[config.mk]
export PLATFORM = sky130hd
export DESIGN_NAME = proximity_keyless_ignition_fsm_flat
export DESIGN_NICKNAME = d
export VERILOG_FILES = /design/src/design/pki_pkg.sv /design/src/design/pki_if.sv /design/src/design/pki_regs.sv /design/src/design/pki_front.sv /design/src/design/pki_queue.sv /design/src/design/pki_back.sv /design/src/design/proximity_keyless_ignition_fsm.sv /design/src/flat_wrapper.sv
export SDC_FILE = /design/constraint.sdc
export NUM_CORES = 1
export LEC_CHECK = 0
export ABC_AREA = 1
export BUFFER_PORTS_ARGS = -buffer_cell sky130_fd_sc_hd__buf_4
export CORE_MARGIN = 8
export CORE_UTILIZATION = 30
export CTS_CLUSTER_DIAMETER = 50
export DETAILED_ROUTE_END_ITERATION = 8
export GPL_TIMING_DRIVEN = 0
export PLACE_DENSITY_LB_ADDON = 0.05
export SYNTH_ARGS = -nofsm -noshare
export SYNTH_HDL_FRONTEND = slang
export SYNTH_SLANG_ARGS = --single-unit
[constraint.sdc]
create_clock -name clk_i -period 7.8 [get_ports clk_i]
set_input_delay 0.78 -clock clk_i [delete_from_list [all_inputs] [get_ports clk_i]]
set_output_delay 0.78 -clock clk_i [all_outputs]
set_load 0.02 [all_outputs]
[src/design/pki_pkg.sv]
package pki_pkg;

  localparam int unsigned NumSlots     = 3;
  localparam int unsigned MacWidth     = 48;
  localparam int unsigned TimeWidth    = 32;
  localparam int unsigned GraceMsWidth = 16;
  localparam int unsigned AddrWidth    = 6;
  localparam int unsigned DataWidth    = 64;
  localparam int unsigned DetectHoldMs = 3000;
  localparam int unsigned LostHoldMs   = 5000;
  localparam int unsigned MsPerSecond  = 1000;

  typedef enum logic [1:0] {
    OP_TICK       = 2'd0,
    OP_SCAN       = 2'd1,
    OP_ENGINE_OFF = 2'd2
  } op_e;

  typedef enum logic [2:0] {
    REG_ENABLE     = 3'd0,
    REG_THRESHOLD  = 3'd1,
    REG_GRACE      = 3'd2,
    REG_MAC_0      = 3'd3,
    REG_MAC_1      = 3'd4,
    REG_MAC_2      = 3'd5,
    REG_VALID_MASK = 3'd6
  } reg_e;

  typedef struct packed {
    logic                                enable;
    logic signed [7:0]                   threshold;
    logic [5:0]                          grace_seconds;
    logic [NumSlots-1:0][MacWidth-1:0]   mac;
    logic [NumSlots-1:0]                 valid_mask;
  } cfg_t;

  typedef struct packed {
    op_e                  op;
    logic [TimeWidth-1:0] now_ms;
    logic                 engine_running;
    logic [NumSlots-1:0]  match;
    logic                 rssi_ok;
  } cmd_t;

  typedef struct packed {
    logic ignition_allowed;
    logic phone_confirmed;
    logic grace_in_progress;
    logic engine_has_run;
  } status_t;

endpackage

[src/design/pki_if.sv]
interface pki_req_if;
  logic              valid;
  logic              ready;
  logic [1:0]        operation;
  logic [31:0]       now_ms;
  logic              engine_running;
  logic [47:0]       device_mac;
  logic signed [7:0] signal_dbm;

  modport source (
    output valid, operation, now_ms, engine_running, device_mac, signal_dbm,
    input  ready
  );
  modport sink (
    input  valid, operation, now_ms, engine_running, device_mac, signal_dbm,
    output ready
  );
endinterface

interface pki_rsp_if;
  logic valid;
  logic ready;
  logic ignition_allowed;
  logic phone_confirmed;
  logic grace_in_progress;
  logic engine_has_run;

  modport source (
    output valid, ignition_allowed, phone_confirmed, grace_in_progress, engine_has_run,
    input  ready
  );
  modport sink (
    input  valid, ignition_allowed, phone_confirmed, grace_in_progress, engine_has_run,
    output ready
  );
endinterface

[src/design/pki_regs.sv]
module pki_regs (
  input  logic                           clk_i,
  input  logic                           rst_ni,
  input  logic                           psel,
  input  logic                           penable,
  input  logic                           pwrite,
  input  logic [pki_pkg::AddrWidth-1:0]  paddr,
  input  logic [pki_pkg::DataWidth-1:0]  pwdata,
  output logic [pki_pkg::DataWidth-1:0]  prdata,
  output logic                           pready,
  output pki_pkg::cfg_t                  cfg_o
);
  import pki_pkg::*;

  cfg_t cfg_q, cfg_d;
  logic wr_en;
  reg_e reg_idx;

  assign pready  = 1'b1;
  assign wr_en   = psel && penable && pwrite && pready;
  assign reg_idx = reg_e'(paddr[AddrWidth-1:3]);
  assign cfg_o   = cfg_q;

  always_comb begin
    cfg_d = cfg_q;
    if (wr_en) begin
      case (reg_idx)
        REG_ENABLE:     cfg_d.enable        = pwdata[0];
        REG_THRESHOLD:  cfg_d.threshold     = $signed(pwdata[7:0]);
        REG_GRACE:      cfg_d.grace_seconds = pwdata[5:0];
        REG_MAC_0:      cfg_d.mac[0]        = pwdata[MacWidth-1:0];
        REG_MAC_1:      cfg_d.mac[1]        = pwdata[MacWidth-1:0];
        REG_MAC_2:      cfg_d.mac[2]        = pwdata[MacWidth-1:0];
        REG_VALID_MASK: cfg_d.valid_mask    = pwdata[NumSlots-1:0];
        default: ;
      endcase
    end
  end

  always_comb begin
    prdata = '0;
    case (reg_idx)
      REG_ENABLE:     prdata[0]            = cfg_q.enable;
      REG_THRESHOLD:  prdata[7:0]          = cfg_q.threshold;
      REG_GRACE:      prdata[5:0]          = cfg_q.grace_seconds;
      REG_MAC_0:      prdata[MacWidth-1:0] = cfg_q.mac[0];
      REG_MAC_1:      prdata[MacWidth-1:0] = cfg_q.mac[1];
      REG_MAC_2:      prdata[MacWidth-1:0] = cfg_q.mac[2];
      REG_VALID_MASK: prdata[NumSlots-1:0] = cfg_q.valid_mask;
      default: ;
    endcase
  end

  always_ff @(posedge clk_i or negedge rst_ni) begin
    if (!rst_ni) begin
      cfg_q.enable        <= 1'b0;
      cfg_q.threshold     <= -8'sd65;
      cfg_q.grace_seconds <= 6'd10;
      cfg_q.mac           <= '0;
      cfg_q.valid_mask    <= '0;
    end else begin
      cfg_q <= cfg_d;
    end
  end

endmodule

[src/design/pki_front.sv]
module pki_front (
  pki_req_if.sink         req,
  input  pki_pkg::cfg_t   cfg_i,
  input  logic            queue_ready_i,
  output logic            push_o,
  output pki_pkg::cmd_t   cmd_o
);
  import pki_pkg::*;

  logic [NumSlots-1:0] match;

  always_comb begin
    for (int i = 0; i < NumSlots; i++) begin
      match[i] = cfg_i.valid_mask[i] && (cfg_i.mac[i] == req.device_mac);
    end
  end

  assign req.ready            = queue_ready_i;
  assign push_o               = req.valid && queue_ready_i;
  assign cmd_o.op             = op_e'(req.operation);
  assign cmd_o.now_ms         = req.now_ms;
  assign cmd_o.engine_running = req.engine_running;
  assign cmd_o.match          = match;
  assign cmd_o.rssi_ok        = (req.signal_dbm >= cfg_i.threshold);

endmodule

[src/design/pki_queue.sv]
module pki_queue (
  input  logic           clk_i,
  input  logic           rst_ni,
  input  logic           push_i,
  input  pki_pkg::cmd_t  cmd_i,
  output logic           ready_o,
  input  logic           pop_i,
  output logic           valid_o,
  output pki_pkg::cmd_t  cmd_o
);
  import pki_pkg::*;

  cmd_t       mem_q [2];
  logic       wr_ptr_q, wr_ptr_d;
  logic       rd_ptr_q, rd_ptr_d;
  logic [1:0] count_q, count_d;

  assign ready_o = (count_q != 2'd2);
  assign valid_o = (count_q != 2'd0);
  assign cmd_o   = mem_q[rd_ptr_q];

  always_comb begin
    wr_ptr_d = push_i ? ~wr_ptr_q : wr_ptr_q;
    rd_ptr_d = pop_i ? ~rd_ptr_q : rd_ptr_q;
    count_d  = count_q + 2'(push_i) - 2'(pop_i);
  end

  always_ff @(posedge clk_i) begin
    if (push_i) begin
      mem_q[wr_ptr_q] <= cmd_i;
    end
  end

  always_ff @(posedge clk_i or negedge rst_ni) begin
    if (!rst_ni) begin
      wr_ptr_q <= 1'b0;
      rd_ptr_q <= 1'b0;
      count_q  <= 2'd0;
    end else begin
      wr_ptr_q <= wr_ptr_d;
      rd_ptr_q <= rd_ptr_d;
      count_q  <= count_d;
    end
  end

endmodule

[src/design/pki_back.sv]
module pki_back (
  input  logic           clk_i,
  input  logic           rst_ni,
  input  pki_pkg::cfg_t  cfg_i,
  input  logic           valid_i,
  input  pki_pkg::cmd_t  cmd_i,
  output logic           pop_o,
  pki_rsp_if.source      rsp
);
  import pki_pkg::*;

  logic [NumSlots-1:0]     seen_q, seen_d;
  logic                    present_q, present_d;
  logic                    granted_q, granted_d;
  logic                    ran_q, ran_d;
  logic                    grace_q, grace_d;
  logic [TimeWidth-1:0]    grace_start_q, grace_start_d;
  logic [TimeWidth-1:0]    first_seen_q, first_seen_d;
  logic [TimeWidth-1:0]    last_seen_q, last_seen_d;
  logic                    out_valid_q;
  status_t                 status_q;

  logic                    any_seen;
  logic                    active;
  logic [TimeWidth-1:0]    first_eff;
  logic [TimeWidth-1:0]    since_first;
  logic [TimeWidth-1:0]    since_last;
  logic [TimeWidth-1:0]    since_grace;
  logic [GraceMsWidth-1:0] grace_ms;

  assign pop_o       = valid_i && (!out_valid_q || rsp.ready);
  assign any_seen    = |(seen_q & cfg_i.valid_mask);
  assign active      = cfg_i.enable && (|cfg_i.valid_mask);
  assign first_eff   = (first_seen_q == '0) ? cmd_i.now_ms : first_seen_q;
  assign since_first = cmd_i.now_ms - first_eff;
  assign since_last  = cmd_i.now_ms - last_seen_q;
  assign since_grace = cmd_i.now_ms - grace_start_q;
  assign grace_ms    = GraceMsWidth'(cfg_i.grace_seconds) * GraceMsWidth'(MsPerSecond);

  always_comb begin
    seen_d        = seen_q;
    present_d     = present_q;
    granted_d     = granted_q;
    ran_d         = ran_q;
    grace_d       = grace_q;
    grace_start_d = grace_start_q;
    first_seen_d  = first_seen_q;
    last_seen_d   = last_seen_q;
    case (cmd_i.op)
      OP_TICK: begin
        if (!active) begin
          granted_d = 1'b0;
          present_d = 1'b0;
        end else begin
          if (any_seen && !present_q) begin
            first_seen_d = first_eff;
            if (since_first >= TimeWidth'(DetectHoldMs)) begin
              present_d   = 1'b1;
              last_seen_d = cmd_i.now_ms;
              granted_d   = 1'b1;
              grace_d     = 1'b0;
            end
          end else if (any_seen) begin
            last_seen_d  = cmd_i.now_ms;
            first_seen_d = cmd_i.now_ms;
          end else begin
            first_seen_d = '0;
            if (present_q && since_last >= TimeWidth'(LostHoldMs)) begin
              present_d = 1'b0;
              if (!ran_q) begin
                granted_d = 1'b0;
              end
            end
          end
          if (granted_d && cmd_i.engine_running) begin
            ran_d = 1'b1;
          end
          if (grace_d) begin
            if (since_grace >= TimeWidth'(grace_ms)) begin
              grace_d   = 1'b0;
              granted_d = 1'b0;
              ran_d     = 1'b0;
            end
            if (cmd_i.engine_running) begin
              grace_d = 1'b0;
              ran_d   = 1'b1;
            end
          end
        end
      end
      OP_SCAN: begin
        seen_d = (seen_q & ~cmd_i.match) | (cmd_i.match & {NumSlots{cmd_i.rssi_ok}});
      end
      OP_ENGINE_OFF: begin
        if (cfg_i.enable && granted_q && ran_q && !grace_q && !present_q) begin
          grace_d       = 1'b1;
          grace_start_d = cmd_i.now_ms;
        end
      end
      default: ;
    endcase
  end

  always_ff @(posedge clk_i or negedge rst_ni) begin
    if (!rst_ni) begin
      seen_q        <= '0;
      present_q     <= 1'b0;
      granted_q     <= 1'b0;
      ran_q         <= 1'b0;
      grace_q       <= 1'b0;
      grace_start_q <= '0;
      first_seen_q  <= '0;
      last_seen_q   <= '0;
    end else if (pop_o) begin
      seen_q        <= seen_d;
      present_q     <= present_d;
      granted_q     <= granted_d;
      ran_q         <= ran_d;
      grace_q       <= grace_d;
      grace_start_q <= grace_start_d;
      first_seen_q  <= first_seen_d;
      last_seen_q   <= last_seen_d;
    end
  end

  always_ff @(posedge clk_i or negedge rst_ni) begin
    if (!rst_ni) begin
      out_valid_q <= 1'b0;
    end else if (pop_o) begin
      out_valid_q <= 1'b1;
    end else if (rsp.ready) begin
      out_valid_q <= 1'b0;
    end
  end

  always_ff @(posedge clk_i) begin
    if (pop_o) begin
      status_q.ignition_allowed  <= granted_d;
      status_q.phone_confirmed   <= present_d;
      status_q.grace_in_progress <= grace_d;
      status_q.engine_has_run    <= ran_d;
    end
  end

  assign rsp.valid             = out_valid_q;
  assign rsp.ignition_allowed  = status_q.ignition_allowed;
  assign rsp.phone_confirmed   = status_q.phone_confirmed;
  assign rsp.grace_in_progress = status_q.grace_in_progress;
  assign rsp.engine_has_run    = status_q.engine_has_run;

endmodule

[src/design/proximity_keyless_ignition_fsm.sv]
// Keyless ignition controller that grants ignition while a paired phone is near. Each
// request (tick, scan report or engine-off event) yields exactly one status response
// carrying the state after that request. The block takes one request per clock cycle
// while its queue has room: the front end matches the reported address against the paired
// slots and writes a command into a two-entry queue, and the back end applies one command
// per cycle unless the last response waits untaken, to the presence, grant and grace state
// and places the status in an output register. The queue keeps accepting while a response
// waits to be taken. Registers are written over the APB port at byte address 8 times their
// index; the user must write them only while no request is in flight, which the block does not enforce.
module proximity_keyless_ignition_fsm (
  input  logic                           clk_i,
  input  logic                           rst_ni,
  pki_req_if.sink                        req_i,
  pki_rsp_if.source                      rsp_o,
  input  logic                           psel,
  input  logic                           penable,
  input  logic                           pwrite,
  input  logic [pki_pkg::AddrWidth-1:0]  paddr,
  input  logic [pki_pkg::DataWidth-1:0]  pwdata,
  output logic [pki_pkg::DataWidth-1:0]  prdata,
  output logic                           pready
);
  import pki_pkg::*;

  cfg_t cfg;
  cmd_t front_cmd;
  cmd_t back_cmd;
  logic push;
  logic queue_ready;
  logic queue_valid;
  logic pop;

  pki_regs u_regs (
    .clk_i   (clk_i),
    .rst_ni  (rst_ni),
    .psel    (psel),
    .penable (penable),
    .pwrite  (pwrite),
    .paddr   (paddr),
    .pwdata  (pwdata),
    .prdata  (prdata),
    .pready  (pready),
    .cfg_o   (cfg)
  );

  pki_front u_front (
    .req           (req_i),
    .cfg_i         (cfg),
    .queue_ready_i (queue_ready),
    .push_o        (push),
    .cmd_o         (front_cmd)
  );

  pki_queue u_queue (
    .clk_i   (clk_i),
    .rst_ni  (rst_ni),
    .push_i  (push),
    .cmd_i   (front_cmd),
    .ready_o (queue_ready),
    .pop_i   (pop),
    .valid_o (queue_valid),
    .cmd_o   (back_cmd)
  );

  pki_back u_back (
    .clk_i   (clk_i),
    .rst_ni  (rst_ni),
    .cfg_i   (cfg),
    .valid_i (queue_valid),
    .cmd_i   (back_cmd),
    .pop_o   (pop),
    .rsp     (rsp_o)
  );

`ifndef SYNTHESIS
  // A grace countdown only runs after the engine has run in this unlock cycle.
  assert property (@(posedge clk_i) disable iff (!rst_ni)
    rsp_o.valid |-> (!rsp_o.grace_in_progress || rsp_o.engine_has_run))
    else $error("grace running without engine run");

  // Confirmed presence always comes with a grant and never with a grace countdown.
  assert property (@(posedge clk_i) disable iff (!rst_ni)
    rsp_o.valid |-> (!rsp_o.phone_confirmed ||
                     (rsp_o.ignition_allowed && !rsp_o.grace_in_progress)))
    else $error("confirmed presence without grant or with grace");

  // The queue never takes a command that it has no room for.
  assert property (@(posedge clk_i) disable iff (!rst_ni)
    (queue_valid && !queue_ready && !pop) |=> !queue_ready)
    else $error("queue lost its full state without a pop");
`endif

endmodule
[src/flat_wrapper.sv]
// flat-port wrapper written by rule: the top's interface ports become plain ports
module proximity_keyless_ignition_fsm_flat import pki_pkg::*;
  (clk_i, rst_ni, psel, penable, pwrite, paddr, pwdata, prdata, pready, req_i_valid, req_i_operation, req_i_now_ms, req_i_engine_running, req_i_device_mac, req_i_signal_dbm, req_i_ready, rsp_o_valid, rsp_o_ignition_allowed, rsp_o_phone_confirmed, rsp_o_grace_in_progress, rsp_o_engine_has_run, rsp_o_ready);
  pki_req_if req_i_i ();
  pki_rsp_if rsp_o_i ();
  input  logic clk_i;
  input  logic rst_ni;
  input  logic psel;
  input  logic penable;
  input  logic pwrite;
  input  logic [pki_pkg::AddrWidth-1:0] paddr;
  input  logic [pki_pkg::DataWidth-1:0] pwdata;
  output logic [pki_pkg::DataWidth-1:0] prdata;
  output logic pready;
  input wire logic [$bits(req_i_i.valid)-1:0] req_i_valid;
  input wire logic [$bits(req_i_i.operation)-1:0] req_i_operation;
  input wire logic [$bits(req_i_i.now_ms)-1:0] req_i_now_ms;
  input wire logic [$bits(req_i_i.engine_running)-1:0] req_i_engine_running;
  input wire logic [$bits(req_i_i.device_mac)-1:0] req_i_device_mac;
  input wire logic [$bits(req_i_i.signal_dbm)-1:0] req_i_signal_dbm;
  output wire logic [$bits(req_i_i.ready)-1:0] req_i_ready;
  output wire logic [$bits(rsp_o_i.valid)-1:0] rsp_o_valid;
  output wire logic [$bits(rsp_o_i.ignition_allowed)-1:0] rsp_o_ignition_allowed;
  output wire logic [$bits(rsp_o_i.phone_confirmed)-1:0] rsp_o_phone_confirmed;
  output wire logic [$bits(rsp_o_i.grace_in_progress)-1:0] rsp_o_grace_in_progress;
  output wire logic [$bits(rsp_o_i.engine_has_run)-1:0] rsp_o_engine_has_run;
  input wire logic [$bits(rsp_o_i.ready)-1:0] rsp_o_ready;
  assign req_i_i.valid = req_i_valid;
  assign req_i_i.operation = req_i_operation;
  assign req_i_i.now_ms = req_i_now_ms;
  assign req_i_i.engine_running = req_i_engine_running;
  assign req_i_i.device_mac = req_i_device_mac;
  assign req_i_i.signal_dbm = req_i_signal_dbm;
  assign req_i_ready = req_i_i.ready;
  assign rsp_o_valid = rsp_o_i.valid;
  assign rsp_o_ignition_allowed = rsp_o_i.ignition_allowed;
  assign rsp_o_phone_confirmed = rsp_o_i.phone_confirmed;
  assign rsp_o_grace_in_progress = rsp_o_i.grace_in_progress;
  assign rsp_o_engine_has_run = rsp_o_i.engine_has_run;
  assign rsp_o_i.ready = rsp_o_ready;
  proximity_keyless_ignition_fsm u_core (.clk_i(clk_i), .rst_ni(rst_ni), .req_i(req_i_i), .rsp_o(rsp_o_i), .psel(psel), .penable(penable), .pwrite(pwrite), .paddr(paddr), .pwdata(pwdata), .prdata(prdata), .pready(pready));
endmodule
Word-level counts from Yosys, hierarchy flattened
Memory sizes are Yosys's and may differ from the RTL's. Index checks and enable logic that the tools add are counted.

Shifts and indexed selects: 0. Multipliers: 1. Add/sub/neg operators: 5. Divide/modulo/power cells: 0. Equal/unequal tests: 13. Magnitude comparators: 4. Reductions and logical operators: 38. Multiplexer cells: 48. Bitwise logic cells: 7.

Operators with widths (number): two-way mux 32 bit (6); == test 48 bit (3); case mux 40 bit (3 select lines) (1); subtractor 32 bit (3); two-way mux 1 bit (36); greater-or-equal comparator 32 x 12 -> 1 bit, second input constant (1); greater-or-equal comparator 32 x 13 -> 1 bit, second input constant (1); greater-or-equal comparator 32 x 16 -> 1 bit (1); logical NOT 32 bit (1); AND reduction 2 bit (8); logical AND 1 bit (15); case mux 3 bit (5 select lines) (1); multiplier 6 x 7 -> 13 bit, second input constant (1); case mux 2 bit (6 select lines) (1); bitwise AND 3 bit (3); == test 3 bit, second input constant (3); greater-or-equal comparator 8 bit (1); case mux 2 bit (4 select lines) (1); case mux 1 bit (7 select lines) (1); == test 3 x 2 -> 1 bit, second input constant (2); AND reduction 3 bit (2); nonzero test 2 bit (3); OR reduction 3 bit (2); AND reduction 5 bit (1); 15 further kinds (18).

Input bits: 168. Output and inout bits: 71. ROM bits: 0. Register bits after elaboration: 274. Memories kept: 1. Bits in writable memories: 78. Bits in latches: 0. Word-level logic and storage cells: 140.

Memory list: u_core.u_queue.mem_q (depth 2, width 39, rd ports 1, clocked after memory_dff 0, write ports 1, line pki_queue.sv:13) `cmd_t mem_q [2];`.

Depth between registers and ports, before layout
Gate-level depths: netlist of run 1. An unclocked memory read counts as a cell.

Word-level depth: 16. Gate-level depth with buffers: 37. Gate-level depth less buffers: 36.

Cells and area by module
Synthesis of run 1 repeated with hierarchy kept, for this count alone.

Cell total of the unflattened synthesis: 3631. Area, all modules: 25836.0 µm².

By module, submodules not included: pki_back (area an instance 12050.3 µm², sequential area each 2722.6 µm², times used 1, cells each 1806); pki_regs (area an instance 7890.1 µm², sequential area each 4065.1 µm², times used 1, cells each 993); pki_queue (area an instance 3119.2 µm², sequential area each 2442.3 µm², times used 1, cells each 229); pki_front (area an instance 2776.4 µm², sequential area each 0.0 µm², times used 1, cells each 603).

Worst setup path before layout of run 1
OpenSTA, ideal clock, no wires.

Path type: reg2reg. Start: register u_core.u_regs.cfg_q, in the netlist u_core.u_regs.cfg_o[148]. End: register u_core.u_back.rsp.engine_has_run (netlist name). Arrival time: 4.551 ns. Library setup time: 0.159 ns. Path slack: 3.091 ns. Clock period less this slack: 4.709 ns. Stages on the path, launching flop included: 27. Buffers on the path: 0. Data required time: 7.641 ns. Cells stage by stage: dfstp_2 > inv_1 > fa_1 > inv_1 > ha_1 > inv_1 > fa_1 > inv_1 > ha_1 > fa_1 > nand3_1 > nand2_1 > a21oi_1 > o21ai_0 > a21o_1 > a21oi_1 > xor2_1 > ha_1 > a21oi_1 > o2111ai_1 > nor2_1 > nand4_1 > nor2_1 > nand4_1 > nand3_1 > nand2_1 > a22oi_1.

Longest elaborated chain between the ends: 7.

Ends and longest elaborated chain: start, declared (line pki_regs.sv:15) `cfg_t cfg_q, cfg_d;`; start signal, assigned (line pki_regs.sv:62) `cfg_q <= cfg_d;`; multiplier 6 x 7 -> 13 bit (line pki_back.sv:38) `assign grace_ms = GraceMsWidth'(cfg_i.grace_seconds) * GraceMsWidth'(MsPerSecond);`; greater-or-equal comparator 32 x 16 -> 1 bit (line pki_back.sv:79) `if (since_grace >= TimeWidth'(grace_ms)) begin`; two-way mux 1 bit (line pki_back.sv:79); two-way mux 1 bit (line pki_back.sv:84) `if (cmd_i.engine_running) begin`; two-way mux 1 bit (line pki_back.sv:78) `if (grace_d) begin`; two-way mux 1 bit (line pki_back.sv:51) `if (!active) begin`; two-way mux 1 bit (line pki_back.sv:49) `case (cmd_i.op)`; via u_core.u_back.ran_d (line pki_back.sv:15) `logic ran_q, ran_d;`.

The timed path passes the listed nets, and every way through them passes these cells. A chain may end at the register's enable or synchronous reset.

Final worst setup path of run 1
Start: register u_core.u_queue.rd_ptr_q. End: register u_core.u_back.rsp.engine_has_run (netlist name).

Longest elaborated chain between the ends: 16. Elaborated cells between the ends (all ways): 27. Those cells by class: add/sub (3); order compare (3); mux (17); reduce/logical (3); memory (1).

Ends and longest elaborated chain: start, declared (line pki_queue.sv:15) `logic rd_ptr_q, rd_ptr_d;`; start signal, assigned (line pki_queue.sv:41) `rd_ptr_q <= rd_ptr_d;`; memory read (2 x 39 bit) (*); subtractor 32 bit (line pki_back.sv:36) `assign since_last = cmd_i.now_ms - last_seen_q;`; greater-or-equal comparator 32 x 13 -> 1 bit (line pki_back.sv:68) `if (present_q && since_last >= TimeWidth'(LostHoldMs)) begin`; logical AND 1 bit (line pki_back.sv:68); two-way mux 1 bit (line pki_back.sv:68); two-way mux 1 bit (line pki_back.sv:63) `end else if (any_seen) begin`; two-way mux 1 bit (line pki_back.sv:55) `if (any_seen && !present_q) begin`; two-way mux 1 bit (line pki_back.sv:51); two-way mux 1 bit (line pki_back.sv:49); logical AND 1 bit (line pki_back.sv:75) `if (granted_d && cmd_i.engine_running) begin`; two-way mux 1 bit (line pki_back.sv:75); two-way mux 1 bit (line pki_back.sv:79); two-way mux 1 bit (line pki_back.sv:84); two-way mux 1 bit (line pki_back.sv:78); two-way mux 1 bit (line pki_back.sv:51); two-way mux 1 bit (*) (line pki_back.sv:49); via u_core.u_back.ran_d (line pki_back.sv:15).

Mark *: on every way through the listed nets, which the timed path passes. The rest lies on a longest branch. The select of a mux whose other input is x is not followed.

==> results_dict.tcl, run 1 <==
set metrics [dict create \
    fp-row-count 103 \
    cap_violations 0 \
    h-tree-depth 2 \
    cp-start-kind "flop" \
    switchingPower_mw 5.77 \
    syn_area_per_cell_um2 7.76 \
    coreArea_um2 78700 \
    synthTopCellsByCount "668 x nand2_1, 485 x inv_1, 291 x o21ai_0" \
    route.vias.total 22800 \
    post-cts-setup-buffers 0 \
    yosysWarningCount 0 \
    cellPowerDensity_nw_per_um2 415 \
    ff2ff_path_depth 29 \
    clock.fmax_ghz 0.148 \
    grt_pass1_wl_um 162000 \
    synthMuxAreaShare 0.0146 \
    startpoint "u_core.u_queue.rd_ptr_q" \
    routed_wirelength_um 112000 \
    yosysMostFrequentCell "nand2_1" \
    pwr-share-comb 0.559 \
    syn-cell-area_um2 23800 \
    fillers 8397 \
    max_slew.worst_pin.slew_ps 1370 \
    fin_setup_tns_ps 0 \
    synthTopCellsByArea "dfrtp_1 27%, nand2_1 11%, edfxtp_1 10%, inv_1 7.6%, ha_1 6.8%" \
    timing.rr.start "u_core.u_queue.rd_ptr_q" \
    cp_top_family "compound AO/OA/AOI/OAI gates" \
    cts.clk_slew.worst_paths_ps 60 \
    cp-end-kind "flop" \
    synth_edf_count 82 \
    clockBufferDepth 3 \
    ios 239 \
    ys_types 59 \
    post-route-period-util 0.867 \
    setup_viol 0 \
    drt_pass1_iterations 7 \
    r2r_end "u_core.u_back.rsp.engine_has_run" \
    synth_compound_area_frac 0.184 \
    skew_ps 30.8 \
    drive_gt1_frac 0.142 \
    viasPerCell 5.11 \
    rsz0062_at_grt "false" \
    dieArea_um2 88700 \
    crit_top_cell "nand2_1" \
    yosysTopAreaCell "dfrtp_1" \
    grt_use_total 0.245 \
    overflow 0 \
    die_w_um 298 \
    synth_top_family_by_area "simple AND/OR/NAND/NOR gates" \
    finalNetCount 3666 \
    slowest_stage "o21ai_0" \
    area_delta_synth_final_pct 21.0 \
    drc 0 \
    grt_pass1_vias 23700 \
    clk_latency_ps 620 \
    ys_seq_elements 352 \
    internal_power_mw 6.18 \
    cts_tree "yes" \
    cts-resized-gates 0 \
    yosys.area_share.xor_xnor 0.0331 \
    required_ps 8240 \
    drv_slew 0 \
    relSlewSlack 0.0745 \
    post-dp-hpwl_um 90100 \
    swShare 0.483 \
    cts_root_buf "clkbuf_16" \
    power_leakage_nw 13.3 \
    initial_core_util 0.302 \
    vdd.ir_drop.worst_v 0.000211 \
    gp_congestion 0.970 \
    cp-endpoint "u_core.u_back.rsp.engine_has_run" \
    netlist.area_leader.share 0.274 \
    seqPwrFrac 0.220 \
    r2r_setup_slack_ps 1040 \
    power_frac_clock 0.222 \
    drt-initial-drc-count 1410 \
    cp.arrival_ps 7200 \
    setup_ws_ps 1040 \
    antenna_left 0 \
    path_buf_inv 5 \
    grt_max_degree 106 \
    finalHoldViolCount 0 \
    syn-instance-count 3071 \
    ys.flop_type "dfrtp_1" \
    cp.depth 29 \
    pre_cts_ws_ps 900 \
    post-route-cell-area_um2 28800 \
    cts_buffers 58 \
    synthArstFlopShare 0.767 \
    chipHeight_um 298 \
    routedWlPerCell_um 25.1 \
    hold_buffers 0 \
    port_buffers 202 \
    holdCritPathClass "input pin to async pin" \
    slowest_delay_ps 820 \
    path_class "flop to flop" \
    worstPathMaxFanout 10 \
    antenna_found_initial 2 \
    synthSimpleGateAreaFrac 0.200 \
    synth_adder_area_share 0.0817 \
    clock_sinks 352 \
    ys_seq_area_frac 0.388 \
    outcome "completed" \
    layout_min_cycle_time_ps 6760 \
    place_area_um2 26800 \
]
stage by stage:
step	hold slack, ps	util	cells	total power [mW]
5_1_grt	188	0.366	4450	13.0
3_5_place_dp	468	0.341	4342	9.37
4_1_cts	170	0.366	4450	12.1
6_report	146	0.366	4452	11.9
3_3_place_gp	468	0.339	4338	9.34
2_1_floorplan	453	-	3086	7.14
flip-flops by register name, summed over array words and instances, names as in the netlist, 2 cells and up, named ones only:
register and count:
u_core.u_regs.cfg_o 162, u_core.u_queue.mem_q 78, u_core.u_back.first_seen_q 32, u_core.u_back.grace_start_q 32
u_core.u_back.last_seen_q 32, u_core.u_queue.count_q 2
routing by layer:
layer	track usage	part of all wire	up-vias
met1	0.273	0.39	11000
met5	0	0.00015	-
met2	0.451	0.51	662
met4	0.124	0.058	2
li1	-	-	10800
met3	0.0339	0.043	226
cell usage in the layout, fill, tap and decap left out, types with 17 or more instances in the layout:
cell       count
nand2_1      668
inv_1        485
o21ai_0      291
dfrtp_1      261
buf_4        218
nor2_1       196
a21oi_1      172
ha_1         130
o22ai_1       89
nand3_1       87
edfxtp_1      82
clkbuf_1      70
clkbuf_16     58
xor2_1        49
o221ai_1      48
xnor2_1       41
nand4_1       36
mux2_2        30
or2_2         29
nor4_1        29
o21ai_2       28
nand2_2       21
conb_1        17
layout make-up:
cell class / count / area, µm² / share of cell area
clock buffer: 68 / 1540 / 0.0534
tap: 1050 / 1310 / 0.0456
antenna: 2 / 5.00 / 0.000174
sequential: 352 / 9230 / 0.320
buffer: 93 / 472 / 0.0164
multi-input combinational: 2139 / 12300 / 0.427
timing repair buffer: 206 / 1620 / 0.0562
inverter: 502 / 1880 / 0.0654
clock inverter: 40 / 445 / 0.0155
power by group through the flow:
stage | Clock (mW) | Sequential (mW) | Combinational, mW
after global routing | 2.78 | 2.66 | 7.59
after detailed placement | 0 | 2.65 | 6.73
after global placement | 0 | 2.66 | 6.68
final | 2.65 | 2.63 | 6.67
after floorplan | 0 | 2.53 | 4.61
after CTS | 2.70 | 2.62 | 6.76
how the worst min path moves through the flow:
stage / cells after the start / from / endpoint
finish: 1 / rst_ni / u_core.u_back.first_seen_q[3]
global route: 1 / rst_ni / u_core.u_back.first_seen_q[3]
CTS: 1 / rst_ni / u_core.u_back.first_seen_q[3]
detailed placement: 2 / u_core.u_back.last_seen_q[17] / u_core.u_back.last_seen_q[17]
global placement: 2 / u_core.u_back.grace_start_q[20] / u_core.u_back.grace_start_q[20]
floorplan: 2 / u_core.u_back.first_seen_q[11] / u_core.u_back.first_seen_q[11]
worst reg2reg max path, delay by kind of cell, from the launching register on:
kind / cells / cell delay, ps
compound gates: 6 / 2250
simple gates: 16 / 1750
buf+inv: 5 / 1480
fa+ha+maj: 2 / 740
flops: 1 / 400
cells by family (layout without fill, tap and decap cells):
family	after synthesis	after routing
AND/OR/NAND/NOR	1120	1120
AO/OA/AOI/OAI	735	735
buffers and inverters	595	909
flip-flops	352	352
adder cells (fa/ha/maj)	146	146
XOR/XNOR	90	90
multiplexers	31	31
other	2	19
(Power assumes the default switching activity.)
==> inputs of run 2 (changes only) <==
--- a/config.mk
+++ b/config.mk
@@ -9,10 +9,13 @@
 export BUFFER_PORTS_ARGS = -buffer_cell sky130_fd_sc_hd__buf_4
 export CORE_MARGIN = 8
 export CORE_UTILIZATION = 30
+export CTS_BUF_LIST = sky130_fd_sc_hd__clkbuf_16
 export CTS_CLUSTER_DIAMETER = 50
+export CTS_CLUSTER_SIZE = 10
 export DETAILED_ROUTE_END_ITERATION = 8
 export GPL_TIMING_DRIVEN = 0
 export PLACE_DENSITY_LB_ADDON = 0.05
+export SKIP_LAST_GASP = 1
 export SYNTH_ARGS = -nofsm -noshare
 export SYNTH_HDL_FRONTEND = slang
 export SYNTH_SLANG_ARGS = --single-unit
==> run 2 against run 1 <==
Cell count hardly changed. Combinational power hardly changed. Register-to-register slack got worse by 20 ps. Non-clock buffer count did not move. Clock-buffer cell count is 9 lower. Sequential cell count did not move. Via count shrank 0.15%.
==> results_dict.tcl, run 2 (synthesis results as in run 1) <==
set metrics [dict create \
    outcome "completed" \
    routedWlPerCell_um 25.2 \
    holdCritPathClass "input pin to async pin" \
    crit_top_cell "nand2_1" \
    rsz0062_at_grt "false" \
    area_delta_synth_final_pct 20.7 \
    grt_pass1_vias 23700 \
    antenna_found_initial 3 \
    finalHoldViolCount 0 \
    cts_buffers 58 \
    cts_root_buf "clkbuf_16" \
    overflow 0 \
    hold_buffers 0 \
    route.vias.total 22700 \
    finalNetCount 3666 \
    cts.clk_slew.worst_paths_ps 60 \
    chipHeight_um 298 \
    relSlewSlack 0.133 \
    die_w_um 298 \
    port_buffers 202 \
    cp-start-kind "flop" \
    grt_pass1_wl_um 162000 \
    grt_use_total 0.245 \
    r2r_setup_slack_ps 1020 \
    hold_slack_ps 139 \
    post-route-cell-area_um2 28800 \
    antenna_left 0 \
    worstPathMaxFanout 10 \
    drt-initial-drc-count 1431 \
    grt_max_degree 106 \
    post-route-period-util 0.869 \
    clock.fmax_ghz 0.147 \
    post-dp-hpwl_um 90100 \
    initial_core_util 0.302 \
    clock_sinks 352 \
    timing.rr.start "u_core.u_queue.rd_ptr_q" \
    vdd.ir_drop.worst_v 0.000206 \
    drive_gt1_frac 0.140 \
    cp.arrival_ps 7220 \
    setup_viol 0 \
    ff2ff_path_depth 29 \
    fillers 8423 \
    largest_register_ffs 162 \
    mostFrequentLayoutCell "nand2_1" \
    drv_slew 0 \
    post-cts-setup-buffers 0 \
    coreArea_um2 78700 \
    cp-end-kind "flop" \
    max_slew.worst_pin.slew_ps 1290 \
    ios 239 \
    clk_latency_ps 610 \
    h-tree-depth 2 \
    slowest_delay_ps 810 \
    clockBufferDepth 3 \
    r2r_end "u_core.u_back.rsp.engine_has_run" \
    layout_min_cycle_time_ps 6780 \
    routed_wirelength_um 112000 \
    startpoint "u_core.u_queue.rd_ptr_q" \
    cts_tree "yes" \
    path_class "flop to flop" \
    fp-row-count 103 \
    gp_congestion 0.970 \
    skew_ps 26.8 \
    cts-resized-gates 0 \
    cap_violations 0 \
    drt_pass1_iterations 8 \
    dieArea_um2 88700 \
    drc 0 \
    fin_setup_tns_ps 0 \
    cellPowerDensity_nw_per_um2 413 \
    slowest_stage "o21ai_0" \
    required_ps 8240 \
    power_leakage_nw 13.3 \
    viasPerCell 5.11 \
    fin_util 0.365 \
    place_area_um2 26800 \
    final_cell_mix "668 x nand2_1, 496 x inv_1, 291 x o21ai_0, 261 x dfrtp_1, 218 x buf_4" \
]
run 2: cell count changes in the layout (fill, tap and decap cells not counted), sizes merged:
cell / before / now
clkbuf: 133 / 124
clkinv: 23 / 22
bufinv: 5 / 6
diode: 2 / 1
inv: 509 / 514
clkinvlp: 5 / 8
run 2: worst max-delay path by stage:
stage,endpoint,slack [ps],cells after the start
floorplan,u_core.u_back.rsp.engine_has_run,3090,26
global placement,u_core.u_back.rsp.engine_has_run,890,28
finish,u_core.u_back.rsp.engine_has_run,1020,29
CTS,u_core.u_back.rsp.engine_has_run,880,28
global route,u_core.u_back.rsp.engine_has_run,500,28
detailed placement,u_core.u_back.rsp.engine_has_run,900,28
run 2: stage by stage:
step	setup WS, ps	cells	power, mW
floorplan	3090	3086	7.14
detailed placement	900	4342	9.37
global route	498	4449	13.0
finish	1020	4450	11.9
CTS	884	4449	12.0
global placement	887	4338	9.34
run 2: layer usage:
metal | GRT usage | wire [µm] | vias up
met3 | 0.0317 | 4570 | 230
met4 | 0.127 | 6780 | 2
met1 | 0.275 | 43600 | 11000
met5 | 0 | 13 | -
met2 | 0.450 | 57000 | 670
li1 | - | - | 10800
run 2: power by group:
group | internal [mW] | switching (mW)
sequential | 2.32 | 0.304
clock | 1.58 | 1.00
combinational | 2.25 | 4.43
total | 6.15 | 5.73
run 2: cell type report:
type                            instances  area, µm²  area share
Multi-Input combinational cell       2139      12300       0.428
Clock buffer                           59       1480      0.0513
Buffer                                 93        472      0.0164
Inverter                              502       1880      0.0655
Antenna cell                            1       2.50   0.0000870
Tap cell                             1050       1310      0.0457
Timing Repair Buffer                  206       1620      0.0563
Clock inverter                         48        443      0.0154
Sequential cell                       352       9230       0.321
run 2: critical path, delay by kind of cell (launching register included):
kind | cells | cell delay (ps)
AO/OA/AOI/OAI | 6 | 2250
adder cells (fa/ha/maj) | 2 | 740
buffers and inverters | 5 | 1480
flip-flops | 1 | 400
AND/OR/NAND/NOR | 16 | 1740
